===== config.mk =====
export PLATFORM = sky130hd
export DESIGN_NAME = bitplane_tile_row_decoder_core
export DESIGN_NICKNAME = d
export VERILOG_FILES = /design/src/rtl/btrd_pkg.sv /design/src/rtl/bitplane_tile_row_decoder_core.sv /design/src/rtl/btrd_pixel_lane.sv /design/src/rtl/btrd_class_merge.sv
export VERILOG_INCLUDE_DIRS = /design/src /design/src/rtl
export SDC_FILE = /design/constraint.sdc
export NUM_CORES = 1
export LEC_CHECK = 0
export ABC_CLOCK_PERIOD_IN_PS = 8000
export BUFFER_PORTS_ARGS = -buffer_cell sky130_fd_sc_hd__buf_2
export CAP_MARGIN = 20
export CORE_MARGIN = 2
export CORE_UTILIZATION = 48
export DETAILED_ROUTE_END_ITERATION = 12
export PLACE_DENSITY_LB_ADDON = 0.05
export SYNTH_ARGS = -nofsm -noshare
export SYNTH_HDL_FRONTEND = slang
export SYNTH_HIERARCHICAL = 1
export SYNTH_SLANG_ARGS = --single-unit

===== constraint.sdc =====
create_clock -name clock -period 8 [get_ports clock]
set_input_delay 0 -clock clock [delete_from_list [all_inputs] [get_ports clock]]
set_output_delay 0 -clock clock [all_outputs]
set_load 0.1 [all_outputs]

===== src/rtl/bitplane_tile_row_decoder_core_macros.svh =====
// Assertion macros shared by the bit-plane tile row decoder RTL.
// No dependencies; included by the files that carry concurrent assertions.
`ifndef BITPLANE_TILE_ROW_DECODER_CORE_MACROS_SVH
`define BITPLANE_TILE_ROW_DECODER_CORE_MACROS_SVH

// Same-cycle implication, checked outside reset.
`define BTRD_ASSERT_NOW(label, clk, rst, ante, cons, msg) \
   label: assert property (@(posedge clk) disable iff (rst) (ante) |-> (cons)) \
      else $error(msg);

// Next-cycle implication, checked outside reset.
`define BTRD_ASSERT_NEXT(label, clk, rst, ante, cons, msg) \
   label: assert property (@(posedge clk) disable iff (rst) (ante) |=> (cons)) \
      else $error(msg);

`endif


===== src/rtl/btrd_pkg.sv =====
// Package for the bit-plane tile row decoder: mode and class codes, plane mask
// function and the control struct passed to the class merge stage. No dependencies.
package btrd_pkg;

   localparam int unsigned NumPlanes = 8;
   localparam int unsigned NumPixels = 8;

   localparam logic [1:0] MODE_TWO_PLANES   = 2'd0;
   localparam logic [1:0] MODE_FOUR_PLANES  = 2'd1;
   localparam logic [1:0] MODE_EIGHT_PLANES = 2'd2;

   localparam logic [1:0] CLASS_MIXED       = 2'd0;
   localparam logic [1:0] CLASS_OPAQUE      = 2'd1;
   localparam logic [1:0] CLASS_TRANSPARENT = 2'd2;
   localparam logic [1:0] CLASS_NONE        = 2'd3;

   typedef logic [NumPlanes-1:0] plane_mask_type;

   typedef struct packed {
      logic accept;
      logic last_row;
   } merge_ctrl_type;

   // Planes above the active count are masked off; the unused mode code
   // behaves as eight planes.
   function automatic plane_mask_type plane_mask(input logic [1:0] mode);
      plane_mask_type mask;
      case (mode)
         MODE_TWO_PLANES:  mask = 8'h03;
         MODE_FOUR_PLANES: mask = 8'h0F;
         default:          mask = 8'hFF;
      endcase
      return mask;
   endfunction

endpackage


===== src/rtl/bitplane_tile_row_decoder_core.sv =====
// Top level of the bit-plane tile row decoder: eight pixel lanes, the class
// merge stage and the result register. Depends on btrd_pkg, btrd_pixel_lane,
// btrd_class_merge and the assertion macro header.
//
// Usage
// Each transfer on the req_ channel carries one tile row as eight gathered
// plane bytes (byte k is plane k) and the tile number; req_tlast marks the
// eighth row of a tile. Each row yields exactly one transfer on the rsp_
// channel with the eight pixel indices, the running tile class and the tile
// number; rsp_tlast is set on the last row, when the class is final.
// The csr_ channel writes the plane mode (two, four or eight planes); it is
// always ready and should only be written while no rows are in flight.
//
// An accepted row is loaded into the result register and offered on rsp_
// in the following cycle. Throughput is one row per cycle, set by the single result
// register that follows the lane and merge logic. When the receiver stalls,
// the result register holds and req_tready drops until the result is
// taken; a row is accepted in the same cycle as the waiting result leaves.
// Reset sets the plane mode to four planes, restarts the tile class and
// empties the result register.
`include "bitplane_tile_row_decoder_core_macros.svh"

module bitplane_tile_row_decoder_core
   import btrd_pkg::*;
(
   input  logic        clock,
   input  logic        reset,
   // Plane mode write channel.
   input  logic        csr_valid,
   output logic        csr_ready,
   input  logic [1:0]  csr_data,    // plane_mode
   // Row input channel.
   input  logic        req_tvalid,
   output logic        req_tready,
   input  logic [79:0] req_tdata,   // [63:0] plane_bytes, [75:64] tile_index, rest zero
   input  logic        req_tlast,   // last_row
   // Result channel.
   output logic        rsp_tvalid,
   input  logic        rsp_tready,
   output logic [79:0] rsp_tdata,   // [63:0] pixel_row, [65:64] tile_class,
                                    // [77:66] tile_number, rest zero
   output logic        rsp_tlast    // class_valid
);

   logic [1:0]           plane_mode_ff;
   logic [1:0]           plane_mode_in;
   plane_mask_type       mask;
   logic [63:0]          plane_bytes;
   logic [11:0]          tile_index;
   logic                 req_accept;
   logic                 rsp_accept;
   plane_mask_type       column_bits [NumPixels];
   logic [63:0]          pixel_row;
   logic [NumPixels-1:0] lane_nonzero;
   logic [1:0]           row_class;
   merge_ctrl_type       merge_ctrl;

   logic                 rsp_valid_ff;
   logic                 rsp_valid_in;
   logic [63:0]          pixel_row_ff;
   logic [1:0]           tile_class_ff;
   logic                 class_valid_ff;
   logic [11:0]          tile_number_ff;

   // The mode register is written whenever a transfer arrives; only the
   // three defined codes are expected, and the spare code acts as eight planes.
   assign csr_ready     = 1'b1;
   assign plane_mode_in = (csr_valid && csr_ready) ? csr_data : plane_mode_ff;

   always_ff @(posedge clock) begin
      if (reset) begin
         plane_mode_ff <= MODE_FOUR_PLANES;
      end else begin
         plane_mode_ff <= plane_mode_in;
      end
   end

   assign mask        = plane_mask(plane_mode_ff);
   assign plane_bytes = req_tdata[63:0];
   assign tile_index  = req_tdata[75:64];

   // The result register may take a new row when it is empty or its current
   // content leaves in this cycle.
   assign req_tready = !rsp_valid_ff || rsp_tready;
   assign req_accept = req_tvalid && req_tready;
   assign rsp_accept = rsp_valid_ff && rsp_tready;

   // Pixel i takes bit (7 - i) of every plane, with plane k as index bit k.
   for (genvar i = 0; i < NumPixels; i++) begin : g_lane
      for (genvar k = 0; k < NumPlanes; k++) begin : g_plane
         assign column_bits[i][k] = plane_bytes[8*k + (7 - i)];
      end

      btrd_pixel_lane u_lane (
         .column_bits (column_bits[i]),
         .mask        (mask),
         .pixel       (pixel_row[8*i +: 8]),
         .nonzero     (lane_nonzero[i])
      );
   end

   assign merge_ctrl.accept   = req_accept;
   assign merge_ctrl.last_row = req_tlast;

   btrd_class_merge u_merge (
      .clock        (clock),
      .reset        (reset),
      .lane_nonzero (lane_nonzero),
      .ctrl         (merge_ctrl),
      .row_class    (row_class)
   );

   always_comb begin
      rsp_valid_in = rsp_valid_ff;
      if (req_accept) begin
         rsp_valid_in = 1'b1;
      end else if (rsp_accept) begin
         rsp_valid_in = 1'b0;
      end
   end

   always_ff @(posedge clock) begin
      if (reset) begin
         rsp_valid_ff <= 1'b0;
      end else begin
         rsp_valid_ff <= rsp_valid_in;
      end
   end

   // Payload registers load only with an accepted row and need no reset.
   always_ff @(posedge clock) begin
      if (req_accept) begin
         pixel_row_ff   <= pixel_row;
         tile_class_ff  <= row_class;
         class_valid_ff <= req_tlast;
         tile_number_ff <= tile_index;
      end
   end

   assign rsp_tvalid = rsp_valid_ff;
   assign rsp_tdata  = {2'b00, tile_number_ff, tile_class_ff, pixel_row_ff};
   assign rsp_tlast  = class_valid_ff;

   `BTRD_ASSERT_NEXT(a_row_gives_result, clock, reset, req_accept, rsp_valid_ff, "accepted row produced no result")
   `BTRD_ASSERT_NOW(a_no_overwrite, clock, reset, rsp_valid_ff && !rsp_tready, !req_accept, "waiting result overwritten")
   `BTRD_ASSERT_NEXT(a_echo_tile, clock, reset, req_accept, tile_number_ff == $past(tile_index), "tile number not echoed")

endmodule


===== src/rtl/btrd_pixel_lane.sv =====
// One pixel lane of the bit-plane tile row decoder: masks one column of plane
// bits into a pixel index and flags a nonzero pixel. Depends on btrd_pkg.
module btrd_pixel_lane
   import btrd_pkg::*;
(
   input  plane_mask_type column_bits,
   input  plane_mask_type mask,
   output logic [7:0]     pixel,
   output logic           nonzero
);

   assign pixel   = column_bits & mask;
   assign nonzero = |pixel;

endmodule


===== src/rtl/btrd_class_merge.sv =====
// Merge stage of the bit-plane tile row decoder: combines the lane flags with
// the running tile class and holds the class accumulator. Depends on btrd_pkg.
`include "bitplane_tile_row_decoder_core_macros.svh"

module btrd_class_merge
   import btrd_pkg::*;
(
   input  logic                 clock,
   input  logic                 reset,
   input  logic [NumPixels-1:0] lane_nonzero,
   input  merge_ctrl_type       ctrl,
   output logic [1:0]           row_class
);

   logic [1:0] class_acc_ff;
   logic [1:0] class_acc_in;
   logic       all_nonzero;
   logic       all_zero;

   // Any mix of zero and nonzero pixels within a row clears both class bits.
   always_comb begin
      all_nonzero = &lane_nonzero;
      all_zero    = ~|lane_nonzero;
      if (all_nonzero) begin
         row_class = class_acc_ff & CLASS_OPAQUE;
      end else if (all_zero) begin
         row_class = class_acc_ff & CLASS_TRANSPARENT;
      end else begin
         row_class = CLASS_MIXED;
      end
   end

   always_comb begin
      class_acc_in = class_acc_ff;
      if (ctrl.accept) begin
         class_acc_in = ctrl.last_row ? CLASS_NONE : row_class;
      end
   end

   always_ff @(posedge clock) begin
      if (reset) begin
         class_acc_ff <= CLASS_NONE;
      end else begin
         class_acc_ff <= class_acc_in;
      end
   end

   `BTRD_ASSERT_NEXT(a_last_restarts_class, clock, reset, ctrl.accept && ctrl.last_row, class_acc_ff == CLASS_NONE, "class not restarted after last row")
   `BTRD_ASSERT_NEXT(a_row_keeps_class, clock, reset, ctrl.accept && !ctrl.last_row, class_acc_ff == $past(row_class), "running class not kept")
   `BTRD_ASSERT_NOW(a_class_narrows, clock, reset, class_acc_ff != CLASS_NONE, (row_class & ~class_acc_ff) == 2'd0, "class gained a bit")

endmodule


Word-level counts from Yosys, hierarchy flattened
Index checks and enable logic that the tools add are counted.
- flip-flop bits (word level): 84
- input bits: 88
- logic and storage cells: 38
- equality and inequality tests: 1
- multiplexer cells: 6
- bitwise logic cells: 8
- reduce and logical (&&, ||, !) cells: 16
- operator list (operator ; count):
    $and A8 B8 Y8 ; 8
    $reduce_or A64 Y1 ; 1
    $reduce_or A8 Y1 ; 8
    $pmux W8 S2 ; 1
    $reduce_and A8 Y1 ; 1
    $mux W2 ; 3
    $eq A2 B1 Y1 const B ; 1
    $logic_and A1 B1 Y1 ; 2
    $logic_not A2 Y1 ; 1
    $mux W1 ; 2
    $reduce_bool A2 Y1 ; 1
    $logic_not A1 Y1 ; 1
    $logic_or A1 B1 Y1 ; 1

Logic depth before layout (Yosys ltp)
Gate-level depths: netlist of run 1.
- word-level depth: 7
- mapped depth: 7
- gate-level depth less buffers: 6

Modules after synthesis
Netlist of run 1, hierarchy kept.
- modules (own cells, without submodules) (module ; times used ; cells an instance ; area each (um^2)):
    bitplane_tile_row_decoder_core ; 1 ; 97 ; 2529.9
    btrd_pixel_lane ; 8 ; 11 ; 73.8
    btrd_class_merge ; 1 ; 16 ; 132.6

Worst setup path after synthesis of run 1
OpenSTA, ideal clock, no wires.
- path kind: register -> register
- from: register rsp_valid_ff (netlist: rsp_tvalid)
- to: register u_merge.class_acc_ff[0]
- library setup time: 0.115 ns
- arrival: 3.628 ns
- slack: 4.257 ns
- stages on the path, launching flop included: 5
- path buffers: 0
- path through: dfxtp_1 nand2b_4 and2_1 o21ai_0 a21o_1
- longest elaborated chain between the ends: 3
- ends and longest elaborated chain (what ; RTL line ; text):
    from (decl) ; bitplane_tile_row_decoder_core.sv:58 ; logic rsp_valid_ff;
    from (signal assigned) ; bitplane_tile_row_decoder_core.sv:126 ; rsp_valid_ff <= rsp_valid_in;
    $logic_not A1 Y1 ; bitplane_tile_row_decoder_core.sv:84 ; assign req_tready = !rsp_valid_ff || rsp_tready;
    $logic_or A1 B1 Y1 ; bitplane_tile_row_decoder_core.sv:84 ;
    net req_tready ; bitplane_tile_row_decoder_core.sv:34 ; output logic req_tready,
    $logic_and A1 B1 Y1 ; bitplane_tile_row_decoder_core.sv:85 ; assign req_accept = req_tvalid && req_tready;
    net req_accept ; bitplane_tile_row_decoder_core.sv:50 ; logic req_accept;
    to (signal assigned) ; btrd_class_merge.sv:44 ; class_acc_ff <= class_acc_in;
    to (decl) ; btrd_class_merge.sv:15 ; logic [1:0] class_acc_ff;
The timed path passes the listed nets, and every way through them passes these cells.
A chain may end at the register's enable or synchronous reset.

Final worst setup path of run 1
- from: register plane_mode_ff[1]
- to: register tile_class_ff[1] (data pin)
- longest elaborated chain between the ends: 6
- elaborated cells on any way between the ends: 23
- those cells by class: 1 x eq/ne; 3 x mux; 8 x bitwise; 11 x reduce/logical
- ends and longest elaborated chain (what ; RTL line ; text):
    from (decl) ; bitplane_tile_row_decoder_core.sv:45 ; logic [1:0] plane_mode_ff;
    from (signal assigned) ; bitplane_tile_row_decoder_core.sv:74 ; plane_mode_ff <= plane_mode_in;
    $eq A2 B1 Y1 or $logic_not A2 Y1 (tied branches) ; btrd_pkg.sv:28 ; case (mode)
    $pmux W8 S2 * ; btrd_pkg.sv:28 ;
    net mask[2] ; bitplane_tile_row_decoder_core.sv:47 ; plane_mask_type mask;
    $and A8 B8 Y8 * ; btrd_pixel_lane.sv:12 ; assign pixel = column_bits & mask;
    $reduce_or A8 Y1 * ; btrd_pixel_lane.sv:13 ; assign nonzero = |pixel;
    net lane_nonzero[1] ; bitplane_tile_row_decoder_core.sv:54 ; logic [NumPixels-1:0] lane_nonzero;
    $reduce_and A8 Y1 * ; btrd_class_merge.sv:22 ; all_nonzero = &lane_nonzero;
    $mux W2 * ; btrd_class_merge.sv:24 ; if (all_nonzero) begin
    net row_class[1] ; bitplane_tile_row_decoder_core.sv:55 ; logic [1:0] row_class;
    to (signal assigned) ; bitplane_tile_row_decoder_core.sv:134 ; tile_class_ff <= row_class;
    to (decl) ; bitplane_tile_row_decoder_core.sv:61 ; logic [1:0] tile_class_ff;
The timed path passes the listed nets; every way through them passes the cells marked *.

==> summary.md, run 1 <==
| Metric | Value |
|---|---|
| Area share of the largest cell type after synthesis | `~73%` |
| Mean cell area of the mapped netlist | `~16 µm²` |
| Critical Path End | `tile_class_ff[1]` |
| Wirelength per Cell | `~15 µm` |
| Pre-Repair DR Iteration Count | `4` |
| Post-synthesis instance total | `between 200 and 250` |
| Minimum setup slack among reg-to-reg paths | `5.29 ns` |
| CP max-delay cell | `dfxtp_1` |
| Via-per-instance ratio | `approximately 4.7` |
| Routability Congestion | `about 0.77` |
| Number of antenna violations at the first check in global routing | `0` |
| Data arrival time of the critical path | `a little under 3 ns` |
| CTS tree | `yes` |
| R2r worst-path depth | `5` |
| Type of the setup path with the least slack | `register to register` |
| Reg2reg start | `plane_mode_ff[1]` |
| Clock slew at the register clock pins of the worst setup and hold paths | `0.08 ns` |
| Post-layout utilization of the core | `~78%` |
| Slew Viols, Final | `0` |
| Rel. slew slack | `~28%` |
| Cell area after technology mapping | `about 3300 µm²` |
| Required time at the endpoint of the critical path | `around 8 ns` |
| Die boundary height | `about 86 µm` |
| Via Count | `between 2000 and 3000` |
| Starting DRC count in detailed routing | `between 60 and 70` |
| Largest incremental delay on the critical path | `roughly 0.66 ns` |
| Critical Path End Type | `register` |
| Number of nets in the final layout | `560` |
| Maximum vdd ir drop | `0.115 mV` |
| Total global routing overflow | `0` |
| Antenna violation net count after detailed routing | `0` |
| Hpwl dp | `about 4700 µm` |
| Inserted Diodes | `0` |
| Cell count after placement | `458` |
| Setup slack after placement | `5.27 ns` |
| Final instance count without filler cells | `between 500 and 600` |
| Max Buffers Root-to-Sink | `2` |
| Most frequent standard cell in the layout excluding fill and tap cells | `buf_2` |
| Horiz. Die Dim | `about 86 µm` |
| Initial core utilization | `between 40% and 50%` |
| Largest cells by area after synthesis | `edfxtp_1 73%, and2_1 11%, or4_1 3.7%, dfxtp_1 3.1%, and2_4 2.2%` |
| TritonCTS Buffers | `9` |
| Ratio of cells with drive above 1 in the final layout | `between 40% and 50%` |
| Max Clock Freq | `about 0.37 GHz` |
| Largest net degree at the start of global routing | `84` |
| DRC violation count after routing | `0` |
| Proportion of synthesized chip area in sequential cells | `approximately three quarters` |
| Cell taking the most area after synthesis | `edfxtp_1` |
| Power Density | `210 nW/µm²` |
| Area of the die | `around 7500 µm²` |
| Total track usage | `between 20% and 30%` |
| Boundary Pins | `172` |
| RSZ-0062 raised after global routing | `false` |
| Number of port buffers | `164` |
| Worst clock skew | `~0.0068 ns` |
| Result of the run | `finished clean` |
| Library cell used as clock root buffer | `clkbuf_8` |
| First-pass GRT wire length | `approximately 13000 µm` |
| Skew-Pair Late Insertion Delay | `0.34 ns` |
| Kind of path behind the tightest hold check | `input pin to register` |
| Start point of the critical path | `plane_mode_ff[1]` |
| Max capacitance violation total | `0` |
| Number of H-tree levels | `3` |
| Startpoint type of the worst setup path | `register` |
| Leak Pwr | `about 2.3 nW` |
| Post-placement cell area | `between 4000 and 5000 µm²` |
| Post-detailed-routing wire length | `between 8000 and 9000 µm` |
| Smallest setup slack after layout | `5.29 ns` |
| Design Area, Final | `around 5200 µm²` |
| Highest net fanout along the worst path | `34` |
| Yosys warning total | `6` |
| R2r endpoint | `tile_class_ff[1]` |
| Commonest cells after routing, fill and taps aside | `164 x buf_2, 83 x dlygate4sd3_1, 79 x edfxtp_1, 56 x and2_1, 19 x conb_1` |
| Sink Count | `84` |
| Cell-by-cell trace of the critical path | `or2_2 -> and2_1 -> or4_1 -> nor4_2 -> and3_2` |
| Core Box Area | `6680 µm²` |
| Number of global-route vias before repair | `roughly 2700` |
| Final setup violation count | `0` |
| Total setup buffers inserted after CTS | `0` |
| Shortest clock period the worst path allows after layout | `around 2.7 ns` |
| Yosys reg bits | `84` |
| Final Hold Vio Count | `0` |
| Count of different cell masters after synthesis | `24` |
| Row cnt | `30` |
| Least-Margin Pin Slew | `around 1.1 ns` |
| Area growth from synthesis to layout | `59.9%` |
| Setup_tns | `0 ns` |
| Tcrit/Tclk final | `33.9%` |
==> final cells by class <==
type                    count  area (µm²)
multi-input cells         128         813
well taps                  80         100
clock inverters             5        30.0
fillers                   431        1480
repair buffers            247        1650
inverters                   2        7.51
clock buffers              10         128
flip-flops and latches     84        2470
==> worst min-delay path by stage <==
stage | startpoint | to | slack (ns) | cells past startpoint
2_1_floorplan | reset | rsp_tvalid | 0.07 | 1
3_3_place_gp | req_tdata[73] | tile_number_ff[9] | 0.18 | 1
3_5_place_dp | req_tdata[65] | tile_number_ff[1] | 0.18 | 1
4_1_cts | req_tdata[74] | tile_number_ff[10] | 0.36 | 2
5_1_grt | req_tdata[66] | tile_number_ff[2] | 0.35 | 2
6_report | req_tdata[74] | tile_number_ff[10] | 0.36 | 2
==> through the flow <==
step	power, mW	hold WS, ns
after CTS	1.10	0.358
after global routing	1.13	0.351
after detailed placement	0.820	0.179
after floorplan	0.769	0.0691
final	1.09	0.362
after global placement	0.817	0.176
==> critical path, delay by kind of cell (launching register included) <==
kind	cells	cell delay (ns)
and+or+nand+nor	5	1.92
DFF	1	0.66
==> per-layer routing <==
metal  track usage, %  vias to the layer above  share of wire [%]
li1                 -                     1266                  -
met5                0                        -                  0
met3             6.86                       14                7.5
met2             39.5                      116                 52
met1             26.0                     1195                 39
met4             8.81                        0                1.7
==> where the power goes <==
group          internal (mW)  total [mW]  switching (mW)
Sequential             0.514       0.523         0.00919
Clock                  0.109       0.249           0.140
Combinational         0.0762       0.321           0.245
==> cells in the mapped netlist <==
cell,n
edfxtp_1,79
and2_1,57
or4_1,16
or2_2,9
and2_4,8
dfxtp_1,5
buf_4,3
a21o_1,2
a21oi_1,2
conb_1,2
inv_1,2
nand4_1,2
nor2_1,2
nor4_2,2
a211o_1,1
a31oi_1,1
and3_2,1
clkbuf_1,1
mux2i_1,1
nand2_1,1
nand2b_4,1
nor2b_1,1
nor3_1,1
o21ai_0,1
==> cells by family after synthesis <==
logic type,count (synthesis),synth area share (%)
AND/OR/NAND/NOR,101,21.0
flip-flops,84,76.0
AO/OA/AOI/OAI,7,1.38
buffers and inverters,6,1.04
other,2,0.231
multiplexers,1,0.308
==> sequential cells by signal, indices dropped and copies added (netlist names) <==
signal                cells
rsp_tlast                 1
pixel_row_ff             64
plane_mode_ff             2
u_merge/class_acc_ff      2
tile_number_ff           12
rsp_tvalid                1
tile_class_ff             2
==> repair_timing <==
| item | 4_1_cts | 5_1_grt |
|---|---|---|
| endpoints found under the hold margin | 81 | 0 |
| hold buffers | 83 | 0 |
| gates resized for setup | 0 | 0 |
Power figures use the tool's default switching activity.
==> run 2: changes to the inputs <==
--- a/config.mk
+++ b/config.mk
@@ -6,11 +6,11 @@
 export SDC_FILE = /design/constraint.sdc
 export NUM_CORES = 1
 export LEC_CHECK = 0
-export ABC_CLOCK_PERIOD_IN_PS = 8000
+export ABC_CLOCK_PERIOD_IN_PS = 2300
 export BUFFER_PORTS_ARGS = -buffer_cell sky130_fd_sc_hd__buf_2
 export CAP_MARGIN = 20
 export CORE_MARGIN = 2
-export CORE_UTILIZATION = 48
+export CORE_UTILIZATION = 40
 export DETAILED_ROUTE_END_ITERATION = 12
 export PLACE_DENSITY_LB_ADDON = 0.05
 export SYNTH_ARGS = -nofsm -noshare
==> constraint.sdc (replaced) <==
create_clock -name clock -period 2.3 [get_ports clock]
set_input_delay 0 -clock clock [delete_from_list [all_inputs] [get_ports clock]]
set_output_delay 0 -clock clock [all_outputs]
set_load 0.1 [all_outputs]
==> summary.md, run 2 (synthesis gave the netlist of run 1 again) <==
| Metric | Value |
|---|---|
| Pwr Total | `4.22 mW (was 1.09 mW)` |
| Routability Congestion | `0.744 (was 0.766)` |
| TritonCTS Buffers | `9 (unchanged)` |
| R2r endpoint | `tile_class_ff[1] (unchanged)` |
| Largest net degree at the start of global routing | `34 (was 84)` |
| Core Box Area | `7810 µm² (was 6680 µm²)` |
| Design Area, Final | `5440 µm² (was 5200 µm²)` |
| Max Buffers Root-to-Sink | `2 (unchanged)` |
| Number of global-route vias before repair | `2788 (was 2653)` |
| Highest net fanout along the worst path | `16 (was 34)` |
| Via-per-instance ratio | `4.55 (was 4.66)` |
| R2r worst-path depth | `6 (was 5)` |
| Reg2reg start | `plane_mode_ff[1] (unchanged)` |
| Ratio of cells with drive above 1 in the final layout | `44.8% (was 42.0%)` |
| Antenna violation net count after detailed routing | `0 (unchanged)` |
| Minimum setup slack among reg-to-reg paths | `0.03 ns (was 5.29 ns)` |
| Final instance count without filler cells | `584 (was 556)` |
| Setup slack after placement | `-0.0266 ns (was 5.27 ns)` |
| Min-delay src | `req_tvalid (was req_tdata[74])` |
| Pre-Repair DR Iteration Count | `4 (unchanged)` |
| Wirelength per Cell | `14.5 µm (was 14.8 µm)` |
| Skew-Pair Late Insertion Delay | `0.34 ns (about the same)` |
| Final Hold Vio Count | `0 (unchanged)` |
| Post-Route Hold Slack | `0.227 ns (was 0.362 ns)` |
| Number of antenna violations at the first check in global routing | `0 (unchanged)` |
| Critical path's most frequent cell | `or4_4` |
| Worst hold path depth | `2 (unchanged)` |
| Area of the die | `8870 µm² (was 7450 µm²)` |
| First-pass GRT wire length | `12700 µm (was 12600 µm)` |
| Row cnt | `32 (was 30)` |
| Setup_tns | `0 ns (unchanged)` |
| Post-detailed-routing wire length | `8470 µm (was 8240 µm)` |
| Most frequent standard cell in the layout excluding fill and tap cells | `buf_2 (unchanged)` |
| Initial core utilization | `41.7% (was 48.7%)` |
| Number of nets in the final layout | `565 (was 560)` |
| Leak Pwr | `2.43 nW (was 2.32 nW)` |
| Via Count | `2655 (was 2591)` |
| Shortest clock period the worst path allows after layout | `2.27 ns (was 2.71 ns)` |
| Cell-by-cell trace of the critical path | `buf_8 -> and2_1 -> or4_4 -> or4_4 -> nor4_4 -> and3_4 (was or2_2 -> and2_1 -> or4_1 -> nor4_2 -> and3_2)` |
| RSZ-0062 raised after global routing | `true (was false)` |
| Final setup violation count | `0 (unchanged)` |
| Worst clock skew | `0.00764 ns (was 0.00676 ns)` |
| Register bank with the most flops | `pixel_row_ff (unchanged)` |
| Data arrival time of the critical path | `2.48 ns (was 2.92 ns)` |
| Max Clock Freq | `0.441 GHz (was 0.369 GHz)` |
| Commonest cells after routing, fill and taps aside | `164 x buf_2, 83 x dlygate4sd3_1, 79 x edfxtp_1, 56 x and2_1, 19 x conb_1 (unchanged)` |
| Required time at the endpoint of the critical path | `2.51 ns (was 8.21 ns)` |
| Hpwl dp | `5370 µm (was 4720 µm)` |
| Startpoint type of the worst setup path | `register (unchanged)` |
| Post-placement cell area | `4310 µm² (was 4210 µm²)` |
| Type of the setup path with the least slack | `register to register (unchanged)` |
| Total setup buffers inserted after CTS | `0 (unchanged)` |
| Slew Viols, Final | `0 (unchanged)` |
| Inserted Diodes | `0 (unchanged)` |
| Horiz. Die Dim | `94.2 µm (was 86.3 µm)` |
| Die boundary height | `94.2 µm (was 86.3 µm)` |
| Result of the run | `finished clean (unchanged)` |
| Sink Count | `84 (unchanged)` |
| Largest delay share family, worst path | `simple AND/OR/NAND/NOR gates (unchanged)` |
| Number of H-tree levels | `3 (unchanged)` |
| Largest register FFs | `64 (unchanged)` |
| DRC violation count after routing | `0 (unchanged)` |
| Area growth from synthesis to layout | `67.3% (was 59.9%)` |
| Filler instances | `558 (was 431)` |
| Largest incremental delay on the critical path | `0.48 ns (was 0.66 ns)` |
| Total global routing overflow | `0 (unchanged)` |
| Area occupied by multi-input gates | `871 µm² (was 813 µm²)` |
| Register area | `2480 µm² (was 2470 µm²)` |
| Maximum vdd ir drop | `0.319 mV (was 0.115 mV)` |
| Kind of path behind the tightest hold check | `input pin to register (unchanged)` |
| Critical Path End Type | `register (unchanged)` |
| Tcrit/Tclk final | `98.6% (was 33.9%)` |
| CTS tree | `yes (unchanged)` |
| Boundary Pins | `172 (unchanged)` |
| Starting DRC count in detailed routing | `69 (was 67)` |
| Max capacitance violation total | `0 (unchanged)` |
| Number of port buffers | `164 (unchanged)` |
| Clock slew at the register clock pins of the worst setup and hold paths | `0.09 ns (was 0.08 ns)` |
| CP max-delay cell | `or4_4 (was dfxtp_1)` |
| End of the worst hold path | `pixel_row_ff[25] (was tile_number_ff[10])` |
| Worst path bufs/invs | `1 (was 0)` |
| Smallest setup slack after layout | `0.0330 ns (was 5.29 ns)` |
| Post-layout utilization of the core | `69.7% (was 77.9%)` |
| Total track usage | `19.0% (was 22.6%)` |
| Top flop regs | `pixel_row_ff: 64 flops, tile_number_ff: 12 flops (unchanged)` |
| Library cell used as clock root buffer | `clkbuf_8 (unchanged)` |
| Cell count after placement | `485 (was 458)` |
| Power Density | `775 nW/µm² (was 210 nW/µm²)` |
[run 2: layout make-up]
class	instances	area share, %
inverter	2	0.138
sequential	84	45.5
clock inverter	6	2.05
tap	102	2.34
clock buffer	10	2.34
multi-input combinational	128	16.0
timing repair buffer	252	31.6
[run 2: layer usage]
| layer | vias up | part of all wire (%) | GRT usage (%) |
|---|---|---|---|
| met5 | - | 0 | 0 |
| met3 | 14 | 7.3 | 5.46 |
| met1 | 1244 | 40 | 21.1 |
| met2 | 117 | 51 | 33.9 |
| li1 | 1280 | - | - |
| met4 | 0 | 1.5 | 7.73 |
[run 2: power breakdown]
part / leakage (nW) / internal (mW) / switching, mW
Sequential: 0.828 / 1.78 / 0.0266
Clock: 0.119 / 0.725 / 0.521
Combinational: 1.48 / 0.291 / 0.870
[run 2: worst reg2reg max path: stages (launching register included)]
cell	delay (ns)
dfxtp_4	0.37
buf_8	0.14
and2_1	0.16
or4_4	0.48
or4_4	0.47
nor4_4	0.31
and3_4	0.22
[run 2: worst max-delay path by stage]
| stage | start | to | cells past startpoint |
|---|---|---|---|
| after global placement | plane_mode_ff[1] | tile_class_ff[1] | 6 |
| after CTS | plane_mode_ff[1] | u_merge/class_acc_ff[1] | 7 |
| final | plane_mode_ff[1] | tile_class_ff[1] | 6 |
| after detailed placement | plane_mode_ff[1] | u_merge/class_acc_ff[1] | 7 |
| after floorplan | plane_mode_ff[1] | tile_class_ff[1] | 6 |
| after global routing | plane_mode_ff[1] | u_merge/class_acc_ff[1] | 7 |
[run 2: timing repair]
| item | 4_1_cts | 5_1_grt |
|---|---|---|
| endpoints found under the setup margin | 2 | 3 |
| resized for setup | 7 | 10 |
| pin swaps | 3 | 7 |
| hold buffers | 83 | 0 |
| cloned | 0 | 0 |
| hold endpoints to repair | 81 | 0 |
==> run 3: changes to the inputs <==
--- a/config.mk
+++ b/config.mk
@@ -8,8 +8,7 @@
 export LEC_CHECK = 0
 export ABC_CLOCK_PERIOD_IN_PS = 2300
 export BUFFER_PORTS_ARGS = -buffer_cell sky130_fd_sc_hd__buf_2
-export CAP_MARGIN = 20
-export CORE_MARGIN = 2
+export CORE_MARGIN = 5
 export CORE_UTILIZATION = 40
 export DETAILED_ROUTE_END_ITERATION = 12
 export PLACE_DENSITY_LB_ADDON = 0.05
==> constraint.sdc (replaced) <==
create_clock -name clock -period 2.3 [get_ports clock]
set_input_delay 0 -clock clock [delete_from_list [all_inputs] [get_ports clock]]
set_output_delay 0 -clock clock [all_outputs]
set_load 0.02 [all_outputs]
==> summary.md, run 3 (synthesis gave the netlist of run 1 again) <==
| Metric | Value |
|---|---|
| Type of the setup path with the least slack | `register to register (unchanged)` |
| Met1 Resource Use GR | `20.5% (was 21.1%)` |
| Max Clock Freq | `0.448 GHz (was 0.441 GHz)` |
| GR Util met3 | `4.73% (was 5.46%)` |
| Starting DRC count in detailed routing | `32 (was 69)` |
| Routability Congestion | `0.749 (was 0.744)` |
| Commonest cells after routing, fill and taps aside | `164 x buf_2, 82 x dlygate4sd3_1, 79 x edfxtp_1, 56 x and2_1, 19 x conb_1 (was 164 x buf_2, 83 x dlygate4sd3_1, 79 x edfxtp_1, 56 x and2_1, 19 x conb_1)` |
| Number of global-route vias before repair | `2836 (was 2788)` |
| Most frequent standard cell in the layout excluding fill and tap cells | `buf_2 (unchanged)` |
| Register bank with the most flops | `pixel_row_ff (unchanged)` |
| Skew-Pair Late Insertion Delay | `0.34 ns (about the same)` |
| Ratio of cells with drive above 1 in the final layout | `44.7% (was 44.8%)` |
| Post-Route Hold Slack | `0.0224 ns (was 0.227 ns)` |
| Number of antenna violations at the first check in global routing | `0 (unchanged)` |
| Power Density | `624 nW/µm² (was 775 nW/µm²)` |
| Total setup buffers inserted after CTS | `0 (unchanged)` |
| Highest net fanout along the worst path | `25 (was 16)` |
| Pre-Repair DR Iteration Count | `4 (unchanged)` |
| Required time at the endpoint of the critical path | `2.51 ns (about the same)` |
| Core Box Area | `7810 µm² (unchanged)` |
| Inserted Diodes | `0 (unchanged)` |
| Wirelength per Cell | `15.4 µm (was 14.5 µm)` |
| Largest register FFs | `64 (unchanged)` |
| Leak Pwr | `2.39 nW (was 2.43 nW)` |
| Design Area, Final | `5350 µm² (was 5440 µm²)` |
| Most Crowded Layer GR | `met2 (unchanged)` |
| Startpoint type of the worst setup path | `register (unchanged)` |
| Critical Path End Type | `register (unchanged)` |
| Die boundary height | `100 µm (was 94.2 µm)` |
| TritonCTS Buffers | `9 (unchanged)` |
| Minimum setup slack among reg-to-reg paths | `0.07 ns (was 0.03 ns)` |
| Data arrival time of the critical path | `2.45 ns (was 2.48 ns)` |
| Total global routing overflow | `0 (unchanged)` |
| Library cell used as clock root buffer | `clkbuf_8 (unchanged)` |
| Kind of path behind the tightest hold check | `input pin to register (unchanged)` |
| Shortest clock period the worst path allows after layout | `2.23 ns (was 2.27 ns)` |
| Initial core utilization | `41.7% (unchanged)` |
| Maximum vdd ir drop | `0.336 mV (was 0.319 mV)` |
| Sink Count | `84 (unchanged)` |
| DRC violation count after routing | `0 (unchanged)` |
| Result of the run | `finished clean (unchanged)` |
| CTS tree | `yes (unchanged)` |
| Tcrit/Tclk final | `97.2% (was 98.6%)` |
| Via-per-instance ratio | `4.49 (was 4.55)` |
| Number of nets in the final layout | `564 (was 565)` |
| Largest net degree at the start of global routing | `43 (was 34)` |
| Setup_tns | `0 ns (unchanged)` |
| Top flop regs | `pixel_row_ff: 64 flops, tile_number_ff: 12 flops (unchanged)` |
| First-pass GRT wire length | `13900 µm (was 12700 µm)` |
| Worst clock skew | `0.00841 ns (was 0.00764 ns)` |
| Met2 track utilization from global routing | `32.7% (was 33.9%)` |
| Number of H-tree levels | `3 (unchanged)` |
| Total track usage | `18.1% (was 19.0%)` |
| Max capacitance violation total | `0 (unchanged)` |
| Rel. slew slack | `about 63%` |
| Area growth from synthesis to layout | `64.5% (was 67.3%)` |
| Number of port buffers | `164 (unchanged)` |
| Final Hold Vio Count | `0 (unchanged)` |
| Antenna violation net count after detailed routing | `0 (unchanged)` |
| Via Count | `2616 (was 2655)` |
| Post-placement cell area | `4300 µm² (was 4310 µm²)` |
| Horiz. Die Dim | `100 µm (was 94.2 µm)` |
| Max Buffers Root-to-Sink | `2 (unchanged)` |
| Area of the die | `10000 µm² (was 8870 µm²)` |
| Post-detailed-routing wire length | `8960 µm (was 8470 µm)` |
| Row cnt | `32 (unchanged)` |
| Boundary Pins | `172 (unchanged)` |
| Slew Viols, Final | `0 (unchanged)` |
| Clock slew at the register clock pins of the worst setup and hold paths | `0.08 ns (was 0.09 ns)` |
| Final setup violation count | `0 (unchanged)` |
| Hpwl dp | `5910 µm (was 5370 µm)` |
| Least-Margin Pin Slew | `0.560 ns` |
| Filler instances | `575 (was 558)` |
| RSZ-0062 raised after global routing | `true (unchanged)` |
| Pwr Total | `3.34 mW (was 4.22 mW)` |
-- run 3: timing repair --
action                                  in CTS  in global routing
endpoints found under the setup margin       2                  3
gates cloned                                 0                  0
pin swaps                                    4                  5
hold endpoints to repair                    81                  0
resized for setup                            6                  6
hold buffers                                82                  0
-- run 3: final cells by class --
type                       count  area [µm²]  area share, %
timing repair buffer         251        1700           31.8
sequential                    84        2470           46.2
clock inverter                 7        50.0          0.935
multi-input combinational    128         865           16.2
clock buffer                   9         124           2.31
tap                          102         128           2.38
inverter                       2        7.51          0.140
-- run 3: path summary, 6_finish.rpt --
path	startpoint	endpoint	cells after the start
setup / recovery	plane_mode_ff[1]	tile_class_ff[1]	6
hold / removal	csr_valid	plane_mode_ff[1]	3
setup reg to reg	plane_mode_ff[1]	tile_class_ff[1]	6
hold reg to reg	u_merge/class_acc_ff[0]	u_merge/class_acc_ff[0]	1
-- run 3: through the flow --
stage	instances	worst slack (ns)	util (%)
final	583	0.0655	68.5
after global routing	583	-0.0176	68.5
after CTS	583	0.0175	68.3
after detailed placement	485	-0.0288	55.1
after global placement	485	-0.00343	55.1
after floorplan	218	0.0371	-
-- run 3: power by group --
part,switching (mW),internal (mW)
logic,0.309,0.287
clock network,0.536,0.396
registers,0.0276,1.79
-- run 3: critical path: stages (launching register included) --
cell	delay [ns]
dfxtp_2	0.35
buf_12	0.15
and2_1	0.15
or4_4	0.48
or4_4	0.46
nor4_4	0.31
and3_4	0.21
-- run 3: layer usage --
layer / share of wire (%) / wire length (µm)
met1: 39 / 3500
met2: 51 / 4540
met3: 8.4 / 755
met4: 1.9 / 174
met5: 0 / 0
